### src/rtl/rss_mul.sv
// two-stage signed multiplier: operand b split in halves, partial products registered
// depends on nothing but the clock
`timescale 1ns / 1ps

module rss_mul #(
  parameter int WA = 32,
  parameter int WB = 32
) (
  input  logic                     clk,
  input  logic signed [WA-1:0]     a,
  input  logic signed [WB-1:0]     b,
  output logic signed [WA+WB-1:0]  p
);

  localparam int LO = WB / 2;
  localparam int HI = WB - LO;
  localparam int WP = WA + WB;

  logic signed [WA+LO:0]   p_lo;
  logic signed [WA+HI-1:0] p_hi;

  // partial products, then the shifted sum
  always_ff @(posedge clk) begin
    p_lo <= a * $signed({1'b0, b[LO-1:0]});
    p_hi <= a * $signed(b[WB-1:LO]);
    p    <= (WP'(p_hi) <<< LO) + WP'(p_lo);
  end

endmodule

### config.mk
export PLATFORM = sky130hd
export DESIGN_NAME = rss_mul
export DESIGN_NICKNAME = d
export VERILOG_FILES = /design/src/rtl/rss_mul.sv
export SDC_FILE = /design/constraint.sdc
export NUM_CORES = 2
export LEC_CHECK = 0
export ABC_AREA = 1
export BUFFER_PORTS_ARGS = -buffer_cell sky130_fd_sc_hd__buf_2
export CAP_MARGIN = 15
export CELL_PAD_IN_SITES_DETAIL_PLACEMENT = 1
export CELL_PAD_IN_SITES_GLOBAL_PLACEMENT = 2
export CORE_MARGIN = 2
export CORE_UTILIZATION = 39
export CTS_CLUSTER_DIAMETER = 120
export DETAILED_ROUTE_END_ITERATION = 10
export GPL_TIMING_DRIVEN = 0
export PLACE_DENSITY = 0.95
export SKIP_CTS_REPAIR_TIMING = 1
export SYNTH_ARGS = -nofsm -noshare
export SYNTH_HDL_FRONTEND = slang
export SYNTH_SLANG_ARGS = --single-unit
### constraint.sdc
create_clock -name clk -period 8.19 [get_ports clk]
set_clock_uncertainty 0.2 [all_clocks]
set_input_delay 1.2285 -clock clk [delete_from_list [all_inputs] [get_ports clk]]
set_output_delay 1.2285 -clock clk [all_outputs]
set_load 0.05 [all_outputs]
-- Yosys cells after proc, flatten, opt, wreduce, memory -nomap -nowiden
Cells that the tools add are included.
W data, S select, Z words.
- add/subtract/negate cells: 1
- multipliers: 2
- operator list (cell ; count):
    $add A64 B49 Y64 ; 1
    $mul A32 B17 Y49 ; 1
    $mul A32 B16 Y48 ; 1
- register bits after elaboration: 161
- output and inout port bits: 64
- word-level logic and storage cells: 6

-- Logic depth before layout (Yosys ltp)
- word-level depth: 1
- gate-level depth with buffers: 28
- mapped depth without buffers: 27

-- Least setup slack after synthesis
No wires, ideal clock.
- path kind: input to register
- start: input a[31]
- end: register p_lo[41]
- data arrival time: 6.246 ns
- data required time: 7.877 ns
- setup slack: 1.631 ns
- cell stages on the path: 21
- path buffers: 1
- cell sequence: clkbuf_1 nand2_1 fa_1 inv_1 fa_1 inv_1 fa_1 fa_1 fa_1 fa_1 inv_1 ha_1 nand2_1 inv_1 nand2_1 nand3_1 o21bai_1 nor2_1 nand3_1 nand2_1 nand2_1
- longest elaborated chain between the ends: 1
- ends and longest elaborated chain (what ; line ; RTL):
    from (decl) ; 10 ; input logic signed [WA-1:0] a,
    $mul A32 B17 Y49 ; 24 ; p_lo <= a * $signed({1'b0, b[LO-1:0]});
    to (signal assigned) ; 24 ;
    to (decl) ; 19 ; logic signed [WA+LO:0] p_lo;
Every way passes these cells.

-- Worst setup path in the final report
- start: input b[6]
- end: register p_lo[45]
- longest elaborated chain between the ends: 1
- ends and longest elaborated chain (what ; line ; RTL):
    from (decl) ; 11 ; input logic signed [WB-1:0] b,
    $mul A32 B17 Y49 ; 24 ;
Every way passes these cells.

==> flow_results.org <==
** Synth
- The mapped netlist covers 0.0472 sq mm.
- After technology mapping, the gate count stands at 6634.
- Share of cell area taken by muxes after synthesis :: 0%
- Most frequent cells after synthesis :: sky130_fd_sc_hd__nand2_1 (2198), sky130_fd_sc_hd__inv_1 (2090), sky130_fd_sc_hd__fa_1 (976), sky130_fd_sc_hd__ha_1 (278), sky130_fd_sc_hd__nor2_1 (219)
- Cell type with the largest total area after synthesis :: sky130_fd_sc_hd__fa_1
- Number of synthesis warnings :: 0
- Largest cells by area after synthesis :: sky130_fd_sc_hd__fa_1 (41%), sky130_fd_sc_hd__nand2_1 (17%), sky130_fd_sc_hd__inv_1 (17%), sky130_fd_sc_hd__ha_1 (7.4%), sky130_fd_sc_hd__dfxtp_1 (6.8%)
- Basic-gate share of the synthesized area counting and, or, nand and nor cells :: 23.4%
- In the post-synthesis netlist, the cell with the most instances is sky130_fd_sc_hd__nand2_1.
- Synth Area in Compound Gates :: 1.15%
- Top-area cell type share of the netlist area :: 41.4%
- Dividing the synthesized area by the synthesized cell count gives 7.11 sq um.
- Summing the areas of all xor and xnor instances in the mapped netlist gives 1.54% of the synthesized area.
- Share of synthesized flip-flops with an asynchronous set or reset :: 0%
- Summing the sequential cell areas from Yosys gives 6.83% of the chip area.
- Main combinational cell family by area after synthesis :: adder cells
- Net count after synthesis :: 7953
- Arithmetic-cell share of the synthesized area counting full adders, half adders and majority gates :: 48.8%
- Synth Flop Type :: sky130_fd_sc_hd__dfxtp_1
- #FFs+latches synth :: 161
- In this run, distinct cell masters in the synthesized netlist total 32.
- EDFF count, synth :: 0

** Global routing
- Wire length of the first global-routing pass :: 280 mm
- The number of global-route vias before repair was 46000.
- Antenna violations before repair :: 9
- Summed over all layers, the global routing overflow is 0.
- Pin count of the biggest net entering global routing :: 20
- For this run, the total global-route usage over all layers was measured as 31.0%.

** Layout
- Multi-input logic area :: 0.0353 sq mm
- Area growth from synthesis to final layout :: 7.18%
- FF+latch area :: 0.00322 sq mm
- Fraction of layout instances using a drive strength above 1 :: 4.02%
- Number of nets in the layout :: 8106
- Final-layout fill cell count :: 15400
- The count of cells in the finished layout, fillers not included, comes to 8409.

** Critical path
- STA classifies the critical path endpoint as a flip-flop.
- Crit path max fanout :: 14
- Source of the worst register-to-register timing path :: p_lo[48]$_DFF_P_
- Tracing the worst setup path back leads to its startpoint at b[6].
- Setup CP Type :: input port to flip-flop
- Crit path arrival time :: 7.98 ns
- Critical Path RT :: 8.29 ns
- The worst setup path is launched from an input port.

** Clocking
- The number of clock buffers added by TritonCTS is 25.
- Clock transition at the registers of the reported paths :: 0.06 ns
- The clock reaches the later pin of the worst-skew pair after 0.52 ns.
- Count of clock tree sinks :: 161
- Cell chosen for the clock root :: sky130_fd_sc_hd__clkbuf_16
- In this run the deepest clock path goes through 3 buffers.
- TritonCTS built the clock tree.
- The H-tree generated during clock tree synthesis spans 4 levels.

** Placement
- OpenSTA, run right after detailed placement, puts the worst setup slack at -0.341 ns.
- GP Congestion :: 0.989
- Buffers placed on the I/O ports in this run total 128.
- HPWL Detailed :: 164 mm
- Once placement completed, the tool counted placed cells totaling 8374.

** Floorplanning
- In this run the horizontal extent of the chip is 352 um.
- The die is 352 um tall.
- Floorplan die area :: 0.124 sq mm
- Number of standard-cell rows in the floorplan :: 127
- Initial cell density of the core :: 39.3%
- For this design the top-level I/O count stands at 129.
- The region available for standard cell placement spans 0.120 sq mm.

** Detailed routing
- Once detail routing completed, the nets flagged for antenna violations numbered 0.
- In the routed design, unresolved DRC markers number 0.
- Starting DRT DRC Count :: 2930
- Detail-routed via count per cell :: 4.99
- Total wirelength of the detailed-routed design :: 188 mm
- Vias :: 42000
- Average wire length per cell after detail routing :: 22.3 um
- The first detailed-routing pass took 7 iterations.

** STA
- For the final routed database, the setup TNS stands at 0 ns.
- Setup violations remaining at the end of the flow were counted as 0.
- Hold timing on the final database bottoms out at a slack of 0.117 ns.
- Highest Clock Rate :: 127 MHz
- Setup repair after global routing missed its margin :: false
- At the pin with the least slew margin, the transition time is 1.26 ns.
- Crit path setup slack, layout :: 0.311 ns
- The final hold violation count came to 0.
- Counting I/O delays and the setup requirement, the final critical path takes 7.88 ns.
- The number of max-slew violations in the final report was 0.
- Measured against its own limit, the worst slew margin works out to 16.1%.
- Fin crit share :: 96.2%

** Worst hold path
- Start point of the worst hold path :: p_lo[11]$_DFF_P_
- The path class of the tightest hold or removal check is flip-flop to flip-flop.

** Status
- Status :: finished, final reports clean

** Run
- Max-Cap Viols :: 0
logic make-up (layout without fill, tap and decap cells):
family	after synthesis	after routing
AOI/OAI and AO/OA	99	99
xor gates and xnor gates	83	83
adders and majority gates	1254	1254
buffers and inverters	2298	2457
DFF	161	161
other	0	4
and+or+nand+nor	2739	2739
through the flow:
step                util, %  cell area [sq um]
finish                 42.1              50500
global route           42.1              50500
CTS                    42.1              50500
detailed placement     41.5              49800
global placement       41.5              49800
floorplan                 -              47200
final timing paths:
path | cells past startpoint | slack, ns | to
hold reg to reg | 0 | 0.12 | p[11]$_DFF_P_
hold / removal | 0 | 0.12 | p[11]$_DFF_P_
setup / recovery | 23 | 0.31 | p_lo[45]$_DFF_P_
setup reg to reg | 9 | 5.11 | p[50]$_DFF_P_
critical path, cell delays in order:
cell and delay (ns):
sky130_fd_sc_hd__buf_2 0.52, sky130_fd_sc_hd__clkbuf_1 0.90, sky130_fd_sc_hd__nand2_1 0.13, sky130_fd_sc_hd__inv_1 0.13, sky130_fd_sc_hd__fa_1 0.42, sky130_fd_sc_hd__inv_1 0.08
sky130_fd_sc_hd__fa_1 0.44, sky130_fd_sc_hd__fa_1 0.51, sky130_fd_sc_hd__inv_1 0.06, sky130_fd_sc_hd__fa_1 0.52, sky130_fd_sc_hd__fa_1 0.50, sky130_fd_sc_hd__inv_1 0.05
sky130_fd_sc_hd__fa_1 0.65, sky130_fd_sc_hd__inv_1 0.09, sky130_fd_sc_hd__ha_1 0.40, sky130_fd_sc_hd__nand2_1 0.14, sky130_fd_sc_hd__nor2_1 0.34, sky130_fd_sc_hd__nand2_1 0.14
sky130_fd_sc_hd__inv_1 0.12, sky130_fd_sc_hd__nand2_1 0.06, sky130_fd_sc_hd__nand3b_1 0.19, sky130_fd_sc_hd__nand4_1 0.11, sky130_fd_sc_hd__nand2_1 0.23
cell type report:
class	count	area share, %
sequential	161	6.38
tap	1612	3.99
timing repair buffer	128	1.27
clock buffer	27	1.27
antenna	4	0.0198
multi-input combinational	4175	69.9
buffer	190	1.42
clock inverter	6	0.163
inverter	2106	15.6
flip-flops by register name (all words and copies together) (netlist names):
name	flops
p_hi	48
p_lo	49
p	64
placed cells by master (no fill, tap or decap), types with 3 or more instances in the layout:
master	n
sky130_fd_sc_hd__xor2_1	77
sky130_fd_sc_hd__dfxtp_1	161
sky130_fd_sc_hd__o21a_1	5
sky130_fd_sc_hd__o21ai_0	3
sky130_fd_sc_hd__nand3b_1	4
sky130_fd_sc_hd__a21oi_1	79
sky130_fd_sc_hd__nor2_2	33
sky130_fd_sc_hd__clkbuf_1	189
sky130_fd_sc_hd__ha_1	278
sky130_fd_sc_hd__nor3_1	15
sky130_fd_sc_hd__nand3_2	11
sky130_fd_sc_hd__nand2_1	2198
sky130_fd_sc_hd__clkbuf_16	25
sky130_fd_sc_hd__nor3_2	6
sky130_fd_sc_hd__nand3_1	165
sky130_fd_sc_hd__buf_2	128
sky130_fd_sc_hd__xnor2_1	6
sky130_fd_sc_hd__nand2_4	3
sky130_fd_sc_hd__or2_2	6
sky130_fd_sc_hd__inv_2	15
sky130_fd_sc_hd__nor2_4	10
sky130_fd_sc_hd__fa_1	976
sky130_fd_sc_hd__o21bai_1	9
sky130_fd_sc_hd__nand4_1	40
sky130_fd_sc_hd__clkinv_2	3
sky130_fd_sc_hd__nand2_2	24
sky130_fd_sc_hd__diode_2	4
sky130_fd_sc_hd__nor2_1	219
sky130_fd_sc_hd__inv_1	2090
routing by layer:
metal / vias up / global-route usage, % / share of wire [%]
met5: - / 0 / 0.032
met3: 378 / 4.98 / 8.0
li1: 18700 / - / -
met4: 10 / 14.4 / 5.4
met1: 21300 / 39.5 / 40
met2: 1633 / 51.6 / 46
Power is left out: the tool's default activity adds up to more than one toggle a clock period on the data nets, which glitch-free logic cannot reach.
