`src/rtl/rss_sqrt.sv`:
```
// pipelined integer square root, one root bit per stage, with a word carried along
// depends on nothing but the clock
`timescale 1ns / 1ps

module rss_sqrt #(
  parameter int XW = 66,
  parameter int TW = 8
) (
  input  logic            clk,
  input  logic [XW-1:0]   x,
  input  logic [TW-1:0]   tag_in,
  output logic [XW/2-1:0] root,
  output logic [TW-1:0]   tag_out
);

  localparam int RW = XW / 2;

  logic [XW-1:0] xs  [RW+1];
  logic [RW+1:0] rem [RW+1];
  logic [RW-1:0] rt  [RW+1];
  logic [TW-1:0] tg  [RW+1];

  assign xs[0]  = x;
  assign rem[0] = '0;
  assign rt[0]  = '0;
  assign tg[0]  = tag_in;

  // one digit pair per stage
  for (genvar k = 0; k < RW; k++) begin : g_stage
    logic [RW+1:0] rsh;
    logic [RW+1:0] trial;

    assign rsh   = {rem[k][RW-1:0], xs[k][2*(RW-1-k) +: 2]};
    assign trial = {rt[k], 2'b01};

    always_ff @(posedge clk) begin
      xs[k+1] <= xs[k];
      tg[k+1] <= tg[k];
      if (rsh >= trial) begin
        rem[k+1] <= rsh - trial;
        rt[k+1]  <= {rt[k][RW-2:0], 1'b1};
      end else begin
        rem[k+1] <= rsh;
        rt[k+1]  <= {rt[k][RW-2:0], 1'b0};
      end
    end
  end

  assign root    = rt[RW];
  assign tag_out = tg[RW];

endmodule

```
`config.mk`:
```
export PLATFORM = sky130hd
export DESIGN_NAME = rss_sqrt
export DESIGN_NICKNAME = d
export VERILOG_FILES = /design/src/rtl/rss_sqrt.sv
export SDC_FILE = /design/constraint.sdc
export NUM_CORES = 2
export LEC_CHECK = 0
export BUFFER_PORTS_ARGS = -buffer_cell sky130_fd_sc_hd__buf_2
export CAP_MARGIN = 20
export CORE_UTILIZATION = 55
export CTS_CLUSTER_DIAMETER = 150
export DETAILED_ROUTE_END_ITERATION = 12
export GPL_TIMING_DRIVEN = 0
export PLACE_DENSITY = 0.67
export SYNTH_ARGS = -nofsm -noshare
export SYNTH_HDL_FRONTEND = slang
export SYNTH_SLANG_ARGS = --single-unit
```
`constraint.sdc`:
```
create_clock -name clk -period 3.7 [get_ports clk]
set_input_delay 0.925 -clock clk [delete_from_list [all_inputs] [get_ports clk]]
set_output_delay 0.925 -clock clk [all_outputs]
set_load 0.03 [all_outputs]
```
==> Word level (Yosys, flattened, before mapping) <==
Index checks and enable logic that the tools add are counted.
{ "totals": {"reg_bits": 2907, "input_bits": 75, "out_inout_bits": 41, "elab_cells": 261} }
{ "classes": {"addsub": 32, "order_cmp": 33, "mux": 65} }
{ "ops": {"columns": ["operator", "count"], "rows": [
  ["2-to-1 mux 33 bit", 31],
  [">= comparator 35 x 10 -> 1 bit", 1],
  [">= comparator 35 x 11 -> 1 bit", 1],
  [">= comparator 35 x 12 -> 1 bit", 1],
  [">= comparator 35 x 13 -> 1 bit", 1],
  [">= comparator 35 x 14 -> 1 bit", 1],
  [">= comparator 35 x 15 -> 1 bit", 1],
  [">= comparator 35 x 16 -> 1 bit", 1],
  [">= comparator 35 x 17 -> 1 bit", 1],
  [">= comparator 35 x 18 -> 1 bit", 1],
  [">= comparator 35 x 19 -> 1 bit", 1],
  [">= comparator 35 x 20 -> 1 bit", 1],
  [">= comparator 35 x 21 -> 1 bit", 1],
  [">= comparator 35 x 22 -> 1 bit", 1],
  [">= comparator 35 x 23 -> 1 bit", 1],
  [">= comparator 35 x 24 -> 1 bit", 1],
  [">= comparator 35 x 25 -> 1 bit", 1],
  [">= comparator 35 x 26 -> 1 bit", 1],
  [">= comparator 35 x 27 -> 1 bit", 1],
  [">= comparator 35 x 28 -> 1 bit", 1],
  [">= comparator 35 x 29 -> 1 bit", 1],
  [">= comparator 35 x 3 -> 1 bit", 1],
  [">= comparator 35 x 30 -> 1 bit", 1],
  [">= comparator 35 x 31 -> 1 bit", 1],
  ["other kinds (44)", 76]
]} }

==> Longest topological paths before layout <==
{ "logic_depth": {"ltp_word": 2, "depth_mapped": 14} }

==> Worst setup path after synthesis <==
No wires, ideal clock.
{ "synth_path": {"path_kind": "flip-flop to flip-flop", "startpoint": "reg rt (netlist bit g_stage[29].trial[2])", "endpoint": "reg rem (netlist bit g_stage[30].rsh[34])", "setup_time_ps": 121, "t_arrival_ps": 3163, "required_time_ps": 3579, "setup_slack_ps": 417, "path_stages_with_launch": 12, "n_path_buf": 0, "synth_period_minus_slack_ps": 3283, "cell_sequence": "dfxtp_1 inv_1 ha_1 nor2b_1 o31a_1 o31a_1 o31ai_1 o21ai_0 a221oi_1 o21ai_0 a2111oi_0 mux2_2"} }
{ "synth_between": {"elab_chain_len": 2, "elab_cells_between_ends": 3, "classes_between": "add/sub: 1; order compare: 1; mux: 1"} }
{ "synth_lines": {"columns": ["element", "line_no", "rtl"], "rows": [
  ["from (decl)", "20", "logic [RW-1:0] rt [RW+1];"],
  ["from (signal, indexed assignment)", "41", "rt[k+1] <= {rt[k][RW-2:0], 1'b1};"],
  ["from (signal, indexed assignment)", "44", "rt[k+1] <= {rt[k][RW-2:0], 1'b0};"],
  ["subtractor 33 x 31 -> 33 bit / >= comparator 35 x 31 -> 1 bit (equally long branches)", "40, 39", null],
  ["2-to-1 mux 33 bit *", "39", "if (rsh >= trial) begin"],
  ["to (signal, indexed assignment)", "40", "rem[k+1] <= rsh - trial;"],
  ["to (signal, indexed assignment)", "43", "rem[k+1] <= rsh;"],
  ["to (decl)", "19", "logic [RW+1:0] rem [RW+1];"]
]} }
Every way passes the cells marked *; elsewhere a longest branch is shown, timed or not.
A chain may end at the register's enable or synchronous reset.

==> Worst setup path after layout <==
{ "layout_path": {"startpoint": "reg rem (netlist bit g_stage[14].rsh[20])", "endpoint": "reg rem (netlist bit g_stage[15].rsh[13])"} }
{ "layout_between": {"elab_chain_len": 2} }
{ "layout_lines": {"columns": ["element", "line_no"], "rows": [
  [">= comparator 35 x 16 -> 1 bit", "39"],
  ["2-to-1 mux 33 bit", "39"]
]} }
No other way between the ends.

==> summary.md <==
| Metric | Value |
|---|---|
| Setup violators final | 0 |
| Worst hold path type | in2reg |
| Syn nets | 10420 |
| Setup TNS | 0 ns |
| Die ar. | 0.1857 mm2 |
| Post-synthesis mux area share | 1.214% |
| Post-synth EDFFs | 0 |
| Worst Path Required | 4.51 ns |
| Async S/R FF share, synth | 0% |
| Vias in the first global route | 66720 |
| Total track usage | 22.71% |
| Clock transition at path regs | 0.06 ns |
| Post-Syn Area | 0.1012 mm2 |
| DR DRC count | 0 |
| WHS | 0.08346 ns |
| P_int | 58.90 mW |
| Layout area overhead | 13.30% |
| Post-synthesis cell type count | 92 |
| Initial Util | 55.32% |
| DRT antenna net count | 0 |
| Synth warn | 0 |
| Primary FF master, synth | dfxtp_1 |
| Crit path DAT | 4.49 ns |
| Flop pwr share | 48.2% |
| CTS tree | yes |
| Placed Instances | 12330 |
| Largest net degree at the start of global routing | 17 |
| Largest family of logic cells by synthesized area | compound AO/OA/AOI/OAI gates |
| Worst slew margin | 28.51% |
| Utilization after layout | 62.68% |
| Synth Area in Simple Gates | 11.75% |
| Logic pwr share | 17.8% |
| Share of cells above drive strength 1 | 8.456% |
| PortBufs | 115 |
| Clock net sink count | 2875 |
| Clock buffer count from CTS | 293 |
| Drt first pass iters | 6 |
| Status | completed |
| P_sw | 23.32 mW |
| Mean post-synth cell area | 10.38 um2 |
| FF+latch count, synth | 2875 |
| Die X | 430.9 um |
| Min cycle time layout | 3.680 ns |
| First-pass GRT wire length | 342200 um |
| R2r worst-path depth | 8 |
| Pleak | 53.81 nW |
| Adder and majority gate portion of the synthesized area | 7.395% |
| Total power draw | 82.21 mW |
| H-tree depth | 5 |
| Syn Inst Count | 9743 |
| Measured slew at the worst slew-check pin | 1.057 ns |
| Core area | 0.1829 mm2 |
| Worst Setup End Kind | flop |
| RSZ-0062 raised after global routing | true |
| Finished Layout Cells | 12820 |
| Achievable clock frequency | 271.7 MHz |
| Crit path launch type | flop |
| Final Slew Violations | 0 |
| Post-synthesis compound-gate area fraction | 12.25% |
| Height of the die | 430.9 um |
| Gr ovfl total | 0 |
| Final RePlAce weighted congestion | 0.9635 |
| Clock latency on the worst-skew pair | 0.93 ns |
| Number of core rows | 157 |
| Post-Route WL | 214800 um |
| Worst Hold Depth | 1 |
| Post-synthesis sequential area ratio | 56.88% |
| Max cap viols | 0 |
| # IOs | 116 |
| Endpoints failing hold | 0 |
| CTS root buf | clkbuf_16 |
| Tcrit/Tclk final | 99.46% |
| Clk buf depth | 4 |
| Worst vdd ir | 0.5101 mV |
| Switching Share | 28.36% |
| Wire per inst | 16.75 um |
| Via count | 68490 |
| Detailed Place HPWL | 161900 um |
| Worst Path Max Fanout | 10 |
| Xor/xnor share of the synthesized area | 6.838% |
| Worst Skew | 0.07731 ns |
| Fin nets | 10830 |
| Vias/cell | 5.341 |
| First DRT Iteration DRCs | 4287 |
| Initial antenna violation count | 6 |
| Critical path type | reg2reg |
| Clk pwr share | 33.9% |
| Pwr/cell area | 717.2 mW/mm2 |
-- synth_stat cells, drive strengths merged (15+ instances only) --
cell type	number	share of area (%)
a31oi	52	0.32
a211oi	44	0.33
o211ai	38	0.28
xnor2	397	3.4
a21o	243	1.8
nor2	582	2.2
o21bai	66	0.49
o41ai	20	0.18
o21a	100	0.74
o21ai	497	2.5
dfxtp	2875	57
ha	598	7.4
clkbuf	167	0.62
xor2	393	3.4
nor3b	17	0.14
nand2b	99	0.61
o31a	21	0.18
nor2b	98	0.61
a21oi	621	3.1
and3	63	0.39
nand4	90	0.56
a21boi	31	0.23
mux2i	17	0.17
buf	37	0.19
or3	101	0.63
o31ai	73	0.54
o2111ai	15	0.13
a2111oi	19	0.16
inv	765	2.8
nor3	208	1.0
or2	49	0.30
nor4	120	0.75
or4	78	0.58
nand2	638	2.4
nand3	150	0.74
and2	45	0.28
nand3b	19	0.14
a211o	15	0.13
mux2	94	1.0
-- power by group through the flow --
| stage | Clock (mW) | Sequential, mW | Combinational [mW] |
|---|---|---|---|
| after floorplan | 0 | 38.9 | 11.1 |
| after global placement | 0 | 40.2 | 14.1 |
| after detailed placement | 0 | 40.3 | 14.3 |
| after CTS | 28.7 | 39.6 | 14.5 |
| after global routing | 30.0 | 40.2 | 16.4 |
| final | 27.9 | 39.6 | 14.7 |
-- metrics by stage --
stage	cell area, um2	setup slack (ns)
floorplan	101200	0.4166
global placement	104800	-0.7199
detailed placement	104900	-0.7582
CTS	114200	0.001703
global route	114600	-0.04480
finish	114600	0.02006
-- cells by family after synthesis --
group,after synthesis
AO/OA/AOI/OAI,1990
XOR/XNOR,790
adder cells (fa/ha/maj),598
buffers and inverters,969
flip-flops,2875
multiplexers,111
other,1
AND/OR/NAND/NOR,2409
-- worst max-delay path: stages (launching register included) --
cell and delay [ns]:
dfxtp_1 0.33, or4_1 0.59, nor3_1 0.41, nor4b_1 0.52
o2111ai_1 0.40, or3_1 0.45, clkbuf_1 0.30, clkbuf_2 0.32
a21oi_1 0.25
-- state kept, by name, summed over array words and instances, names as in the netlist --
| name | count |
|---|---|
| g_stage.rsh | 1058 |
| tag_out | 8 |
| xs | 992 |
| root | 33 |
| tg | 256 |
| g_stage.trial | 528 |
-- layer usage --
metal	vias up	part of all wire [%]	track usage, %
met5	-	0.0061	0
met4	2	2.9	7.689
met3	463	5.0	3.407
met2	1690	48	39.14
met1	32150	44	28.95
li1	34180	-	-
-- path summary, 6_finish.rpt --
kind / start / end / slack, ns
setup reg to reg: g_stage[14].rsh[20]$_DFF_P_ / g_stage[15].rsh[13]$_DFF_P_ / 0.02
hold reg to reg: xs[798]$_DFF_P_ / xs[732]$_DFF_P_ / 0.28
hold / removal: x[9] / xs[2121]$_DFF_P_ / 0.08
setup / recovery: g_stage[14].rsh[20]$_DFF_P_ / g_stage[15].rsh[13]$_DFF_P_ / 0.02
-- area by class of cell --
class	count	area, um2
Clock inverter	92	863.3
Clock buffer	402	8339
Antenna cell	1	2.502
Sequential cell	2875	57560
Inverter	765	2877
Tap cell	2464	3083
Fill cell	14880	68250
Multi-Input combinational cell	5899	40350
Timing Repair Buffer	131	696.9
Buffer	195	870.8
-- placed cells by master, fill, tap and decap left out, types with 46 or more instances in the layout --
cell	instances
nand3_1	150
or4_1	77
xnor2_1	395
nor2b_1	98
o21a_1	100
nor4_1	108
inv_1	762
nand2b_1	99
or2_2	46
or3_1	99
clkbuf_1	170
buf_2	130
clkbuf_16	299
dfxtp_1	2875
o21ai_0	483
and3_1	63
o21bai_1	65
nand4_1	89
nand2_1	638
mux2_2	94
a21o_1	242
clkinv_2	48
nor3_1	206
o31ai_1	69
ha_1	596
xor2_1	393
a21oi_1	614
a31oi_1	49
nor2_1	581
clkbuf_8	47
-- timing repair --
action / CTS / global route
cloned: 0 / 0
endpoints found under the setup margin: 352 / 433
hold buffers: 0 / 0
setup buffers: 2 / 9
pin swaps: 4 / 6
resized for setup: 58 / 118
No activity file was read; power rests on OpenSTA's default activity.
