`src/rtl/rss_div.sv`:
```
// pipelined restoring divider, one quotient bit per stage, quotient known to fit QW bits
// depends on nothing but the clock
`timescale 1ns / 1ps

module rss_div #(
  parameter int NW = 70,
  parameter int DW = 62,
  parameter int QW = 8
) (
  input  logic          clk,
  input  logic [NW-1:0] n,
  input  logic [DW-1:0] d,
  output logic [QW-1:0] q
);

  localparam int CW = (NW > DW + QW) ? NW : DW + QW;

  logic [NW-1:0] rem [QW+1];
  logic [DW-1:0] dv  [QW+1];
  logic [QW-1:0] qs  [QW+1];

  assign rem[0] = n;
  assign dv[0]  = d;
  assign qs[0]  = '0;

  // most significant quotient bit first
  for (genvar k = 0; k < QW; k++) begin : g_stage
    logic [CW-1:0] sub;
    logic [CW-1:0] cur;

    assign sub = CW'(dv[k]) << (QW - 1 - k);
    assign cur = CW'(rem[k]);

    always_ff @(posedge clk) begin
      dv[k+1] <= dv[k];
      if (cur >= sub) begin
        rem[k+1] <= NW'(cur - sub);
        qs[k+1]  <= {qs[k][QW-2:0], 1'b1};
      end else begin
        rem[k+1] <= rem[k];
        qs[k+1]  <= {qs[k][QW-2:0], 1'b0};
      end
    end
  end

  assign q = qs[QW];

endmodule

```
`config.mk`:
```
export PLATFORM = sky130hd
export DESIGN_NAME = rss_div
export DESIGN_NICKNAME = d
export VERILOG_FILES = /design/src/rtl/rss_div.sv
export SDC_FILE = /design/constraint.sdc
export NUM_CORES = 2
export LEC_CHECK = 0
export BUFFER_PORTS_ARGS = -buffer_cell sky130_fd_sc_hd__buf_2
export CAP_MARGIN = 20
export CELL_PAD_IN_SITES_DETAIL_PLACEMENT = 2
export CELL_PAD_IN_SITES_GLOBAL_PLACEMENT = 2
export CORE_MARGIN = 5
export CORE_UTILIZATION = 42
export CTS_BUF_LIST = sky130_fd_sc_hd__clkbuf_16
export DETAILED_ROUTE_END_ITERATION = 16
export HOLD_SLACK_MARGIN = 0.12
export PLACE_DENSITY_LB_ADDON = 0.1
export SLEW_MARGIN = 40
export SYNTH_ARGS = -nofsm -noshare
export SYNTH_HDL_FRONTEND = slang
export SYNTH_SLANG_ARGS = --single-unit
```
`constraint.sdc`:
```
create_clock -name clk -period 12.2 [get_ports clk]
set_clock_uncertainty 0.15 [all_clocks]
set_input_delay 3.66 -clock clk [delete_from_list [all_inputs] [get_ports clk]]
set_output_delay 3.66 -clock clk [all_outputs]
set_load 0.05 [all_outputs]
```
# ---- Yosys cells after proc, flatten, opt, wreduce, memory -nomap -nowiden
# Cells that the tools add are included.
# W data, S select, Z words.
dict set report op_classes {
  n_lt_le_gt_ge 8
  addsub 7
  mux 15
}
# cell count
set ops {}
lappend ops {{$mux W70} 7}
lappend ops {{$ge A70 B62 Y1} 1}
lappend ops {{$ge A70 B63 Y1} 1}
lappend ops {{$ge A70 B64 Y1} 1}
lappend ops {{$ge A70 B65 Y1} 1}
lappend ops {{$ge A70 B66 Y1} 1}
lappend ops {{$ge A70 B67 Y1} 1}
lappend ops {{$ge A70 B68 Y1} 1}
lappend ops {{$ge A70 B69 Y1} 1}
lappend ops {{$sub A70 B63 Y70} 1}
lappend ops {{$sub A70 B64 Y70} 1}
lappend ops {{$sub A70 B65 Y70} 1}
lappend ops {{$sub A70 B66 Y70} 1}
lappend ops {{$sub A70 B67 Y70} 1}
lappend ops {{$sub A70 B68 Y70} 1}
lappend ops {{$sub A70 B69 Y70} 1}
lappend ops {{$mux W1} 8}
dict set report word_totals {
  in_bits 133
  output_inout_bits 8
  regBits 960
  word_cells 52
}

# ---- Logic depth before layout (Yosys ltp)
dict set report logic_depth {
  depth_word 2
  ltp_mapped 18
  depth_no_buf 15
}

# ---- Least setup slack after synthesis
# No wires, ideal clock.
dict set report synth_path {
  path_type {in2reg}
  start {input n[7]}
  end {register rem (netlist bit g_stage[1].cur[69])}
  required_ns 11.978
  setup_time_ns 0.072
  setup_slack_ns 5.508
  arrival_ns 6.470
  path_buffers 0
  path_stages 15
  cell_sequence {inv_1 -> ha_1 -> inv_1 -> fa_1 -> a21o_1 -> a221oi_2 -> a211oi_1 -> nor3_1 -> a21oi_1 -> a21o_1 -> a211oi_1 -> o21ai_0 -> a41oi_1 -> nand2_1 -> mux2i_1}
}
dict set report synth_via {
  elab_chain_cells 2
  word_cells_on_any_way 3
  cone_classes {add/sub (1); order compare (1); mux (1)}
}
# element line
set synth_lines {}
lappend synth_lines {{from (decl)} 11} ;# input logic [NW-1:0] n,
lappend synth_lines {{$sub A70 B69 Y70 or $ge A70 B69 Y1 (tied branches)} {37, 36}}
lappend synth_lines {{$mux W70 (*)} 36} ;# if (cur >= sub) begin
lappend synth_lines {{to (signal, indexed assignment)} 37} ;# rem[k+1] <= NW'(cur - sub);
lappend synth_lines {{to (signal, indexed assignment)} 40} ;# rem[k+1] <= rem[k];
lappend synth_lines {{to (decl)} 18} ;# logic [NW-1:0] rem [QW+1];
# Every way passes the cells marked *; elsewhere a longest branch is shown, timed or not.

# ---- Worst setup path in the final report
dict set report layout_path {
  start {input n[19]}
  end {register rem (netlist bit g_stage[1].cur[8])}
}
dict set report layout_via {
  elab_chain_cells 2
}
# element line
set layout_lines {}
lappend layout_lines {{$ge A70 B69 Y1} 36}
lappend layout_lines {{$mux W70} 36}
# No other way between the ends.

==> summary by stage <==
Outcome
The run finished with clean final reports.

Clocking
The H-tree was split into 3 levels. TritonCTS built the clock tree. The clock passes through at most 3 buffers. Once the clock tree was built, the setup fixing pass inserted 0 buffers.

The clock net in this run drives a total of 960 sinks. The later-pin clock latency in the skew report is 0.71 ns. The number of buffers added by the clock tree synthesis step is 103.

The root cell of the clock tree is sky130_fd_sc_hd__clkbuf_16. The hold-fix buffer count after cts is 0. The clock-pin slew on the worst setup and hold paths is about 0.060 ns.

The number of gates resized after CTS was 0.

Critical path
The most frequent cell on the critical path is sky130_fd_sc_hd__a21oi_1. The slack of the worst reg-to-reg path is around 6.4 ns. The startpoint identified for the worst register-to-register timing path is dv[190]. The end of the worst register-to-register path is g_stage[6].cur[8]. Walking the worst path, the cells encountered are buf_2 -> ha_1 -> a21oi_1 -> o21ai_0 -> a221oi_1 -> o221a_2 -> a21oi_1 -> a41o_1 -> nand3_1 -> a21oi_1 -> nor2_4 -> buf_4 -> mux2_2. The critical path data arrival time is roughly 8 ns. The capturing element type of the critical path is a flop. The peak per-stage delay on the critical path is approximately 0.7 ns. The worst setup path is launched from an input port.

For the worst setup path, the data required time is ~13 ns. In this run the worst path has a maximum fanout of between 70 and 80. The number of cells on the worst reg-to-reg path is 15.

The slowest stage of the critical path is the sky130_fd_sc_hd__buf_4 cell. The critical setup path kind is in2reg.

Routing
The via count of the routed design is 46170. After detailed routing, the number of remaining DRC violations is 0. In this run the remaining antenna-violating nets after routing total 0. The first detailed-routing pass ran for 5 iterations. In the routed layout, each cell is associated on average with a via count of about 5.6.

The wire length per cell after detailed routing is between 20 and 25 um. After the first detailed-routing iteration, the DRC count stood at around 1800. The total length of routed wires is 186 mm.

Global routing
Entering global routing, the biggest net connects 98 pins. The total routing usage reported by global routing is 0.273. The remaining global-route overflow is 0. The wire length of the first global-routing pass is around 290 mm. The via count of the first global-routing pass is 50923. The number of antenna violations at the first check in global routing is 0.

Synth
The post-synthesis share of cell area spent on full adders, half adders and majority gates is 0.120. The Yosys warning count is 0. The synthesized netlist net count is ~7100.

Of the synthesized area, sequential elements account for 0.362. The dominant register cell in the synthesized netlist is sky130_fd_sc_hd__dfxtp_1. The xor/xnor cell area share of the yosys netlist is 0.0701. The synthesized instance count is 6436. The post-synthesis simple-gate area fraction is 0.143. The number of different library cells in the post-synthesis netlist is between 100 and 150. The compound-cell area share of the yosys netlist came to 0.227.

The portion of synthesized area spent on multiplexers is 0.0124. In this run the cell area of the synthesized design comes to about 53000 sq um. In this run, synthesis produced a sequential element count of 960.

The async set-reset flop share out of synthesis is 0. The largest family of logic cells by synthesized area is compound AO/OA/AOI/OAI gates. The mean cell area of the mapped netlist is about 8.2 sq um. In this run, synthesis inferred 0 flip-flops with an integrated enable.

Timing
Setup repair after global routing left no endpoint under its margin. The max-slew violation total from the final report is 0. The number of hold violations in the final report is 0. The clock period could shrink to ~7.4 ns. After routing, the total negative slack on setup checks comes to 0 ns.

The final clock period utilization by the worst path is 0.610. Measured against its own limit, the worst slew margin works out to 0.359. At the pin with the least slew margin, the transition time is 0.953 ns. The maximum operating frequency is 134 MHz.

The count of endpoints failing setup in the final report is 0. Setup slack closes at approximately 4.8 ns.

Die
The die height is 365 um. The initial utilization of the core area, before any placement, comes to 0.423. The core area is between 100000 and 150000 sq um. The number of top-level design ports is roughly 140. The number of standard-cell rows in the floorplan is 130. The die covers between 100000 and 150000 sq um.

The die outline width is around 370 um.

Hold path
The type of the most critical hold path is reg2reg. For hold timing, the worst endpoint is qs[25]. The worst hold path passes through 0 cells. The startpoint identified for the worst hold timing path is qs[32].

Final layout
The number of antenna cells inserted is 0. The share of post-route cells with drive strength above 1 is 0.0701. Counting the fill cells in the layout gives 14000. After the last flow step, the layout net total stands at roughly 7100. For this run, the share of the core covered by cells in the final layout is 0.468.

The post-synthesis to final-layout area growth is 10.7%.

Placement
Summed over all nets, the half-perimeter wirelength after detailed placement is roughly 150 mm. The last weighted congestion value of the routability-driven placer is between 0.9 and 1. The count of buffers added on input and output ports is 140. The pre-CTS setup slack is 4.03 ns.

Power and ir drop
The power density of the placed cells is 283 nW/um^2. The peak ir drop on the vdd network is ~0.00013 V. Total power for the finished layout comes to 16.7 mW. The leakage dissipation is ~27 nW.

Job
Max-cap violations in this run came to 0.
==> synthesized netlist by cell type (all sizes together) (60+ instances only) <==
master,n,area [sq um]
dfxtp,960,19200
nand2,670,2510
inv,637,2390
a21oi,624,3130
o21ai,580,2900
ha,496,6210
nor2,371,1390
a21o,251,1880
xnor2,242,2120
clkbuf,188,706
xor2,183,1600
nand4,136,851
o21bai,92,691
nand3,91,460
nor3,80,405
buf,66,373
o21a,61,458
nor2b,60,375
==> worst max-delay path by stage <==
stage | startpoint | endpoint | slack, ns | cells after the start
6_report | n[19] | g_stage[1].cur[8] | 4.76 | 13
5_1_grt | d[17] | g_stage[1].cur[8] | 4.47 | 14
4_1_cts | n[19] | g_stage[1].cur[8] | 4.81 | 13
3_5_place_dp | n[19] | g_stage[1].cur[8] | 4.03 | 13
3_3_place_gp | n[19] | g_stage[1].cur[8] | 4.09 | 13
2_1_floorplan | n[7] | g_stage[1].cur[69] | 5.51 | 15
==> layout make-up <==
class                           count  area [sq um]  area share
Clock buffer                      104          2600      0.0443
Clock inverter                     85          1030      0.0175
Inverter                          637          2390      0.0407
Multi-Input combinational cell   4585         30500       0.519
Sequential cell                   960         19200       0.327
Tap cell                         1650          2060      0.0351
Timing Repair Buffer              166           936      0.0159
==> state kept, by name (all words and copies together) (netlist names) <==
signal / count
g_stage.cur: 490
q: 8
dv: 434
qs: 28
==> power breakdown <==
group	internal, mW	switching, mW	leakage [nW]
Combinational	3.30	5.21	16.9
Clock	1.98	1.37	1.80
Sequential	4.09	0.708	8.09
==> placed cells by master (no fill, tap or decap), types with 45 or more instances in the layout <==
master	synthesis	layout
sky130_fd_sc_hd__a211oi_1	45	45
sky130_fd_sc_hd__a21o_1	251	251
sky130_fd_sc_hd__a21oi_1	621	621
sky130_fd_sc_hd__a31oi_1	51	51
sky130_fd_sc_hd__buf_2	43	140
sky130_fd_sc_hd__clkbuf_16	0	104
sky130_fd_sc_hd__dfxtp_1	960	960
sky130_fd_sc_hd__ha_1	496	496
sky130_fd_sc_hd__inv_1	634	643
sky130_fd_sc_hd__nand2_1	670	670
sky130_fd_sc_hd__nand3_1	90	90
sky130_fd_sc_hd__nand4_1	136	136
sky130_fd_sc_hd__nor2_1	371	369
sky130_fd_sc_hd__nor2b_1	60	60
sky130_fd_sc_hd__nor3_1	79	77
sky130_fd_sc_hd__o21a_1	61	61
sky130_fd_sc_hd__o21ai_0	566	564
sky130_fd_sc_hd__o21bai_1	92	92
sky130_fd_sc_hd__xnor2_1	242	242
sky130_fd_sc_hd__xor2_1	183	183
==> stage by stage <==
step / std cells / cell area [sq um] / hold slack, ns
floorplan: 6436 / 53100 / 0.160
global placement: 7996 / 55000 / 0.160
detailed placement: 7996 / 55100 / 0.164
CTS: 8185 / 58700 / 0.153
global route: 8187 / 58800 / 0.155
finish: 8187 / 58800 / 0.156
==> layer usage <==
layer / vias up / track usage / share of wire / wire length, um
met1: 22808 / 0.354 / 0.46 / 86400
met4: 0 / 0.131 / 0.052 / 9770
met5: - / 0 / 0 / 0
met2: 735 / 0.459 / 0.46 / 84800
li1: 22364 / - / - / -
met3: 263 / 0.0239 / 0.029 / 5390
==> cell families after synthesis <==
group / count (synthesis)
AND/OR/NAND/NOR: 1639
multiplexers: 59
flip-flops: 960
buffers and inverters: 891
XOR/XNOR: 425
AO/OA/AOI/OAI: 1959
adder cells (fa/ha/maj): 503
==> worst max-delay path: cells and delay by family <==
family / cells / cell delay [ns]
adders and majority gates: 1 / 0.35
AOI/OAI and AO/OA: 7 / 1.91
muxes: 1 / 0.40
buffers and inverters: 2 / 0.82
and+or+nand+nor: 2 / 0.64
Note: power is estimated with default switching activity, not from simulation.
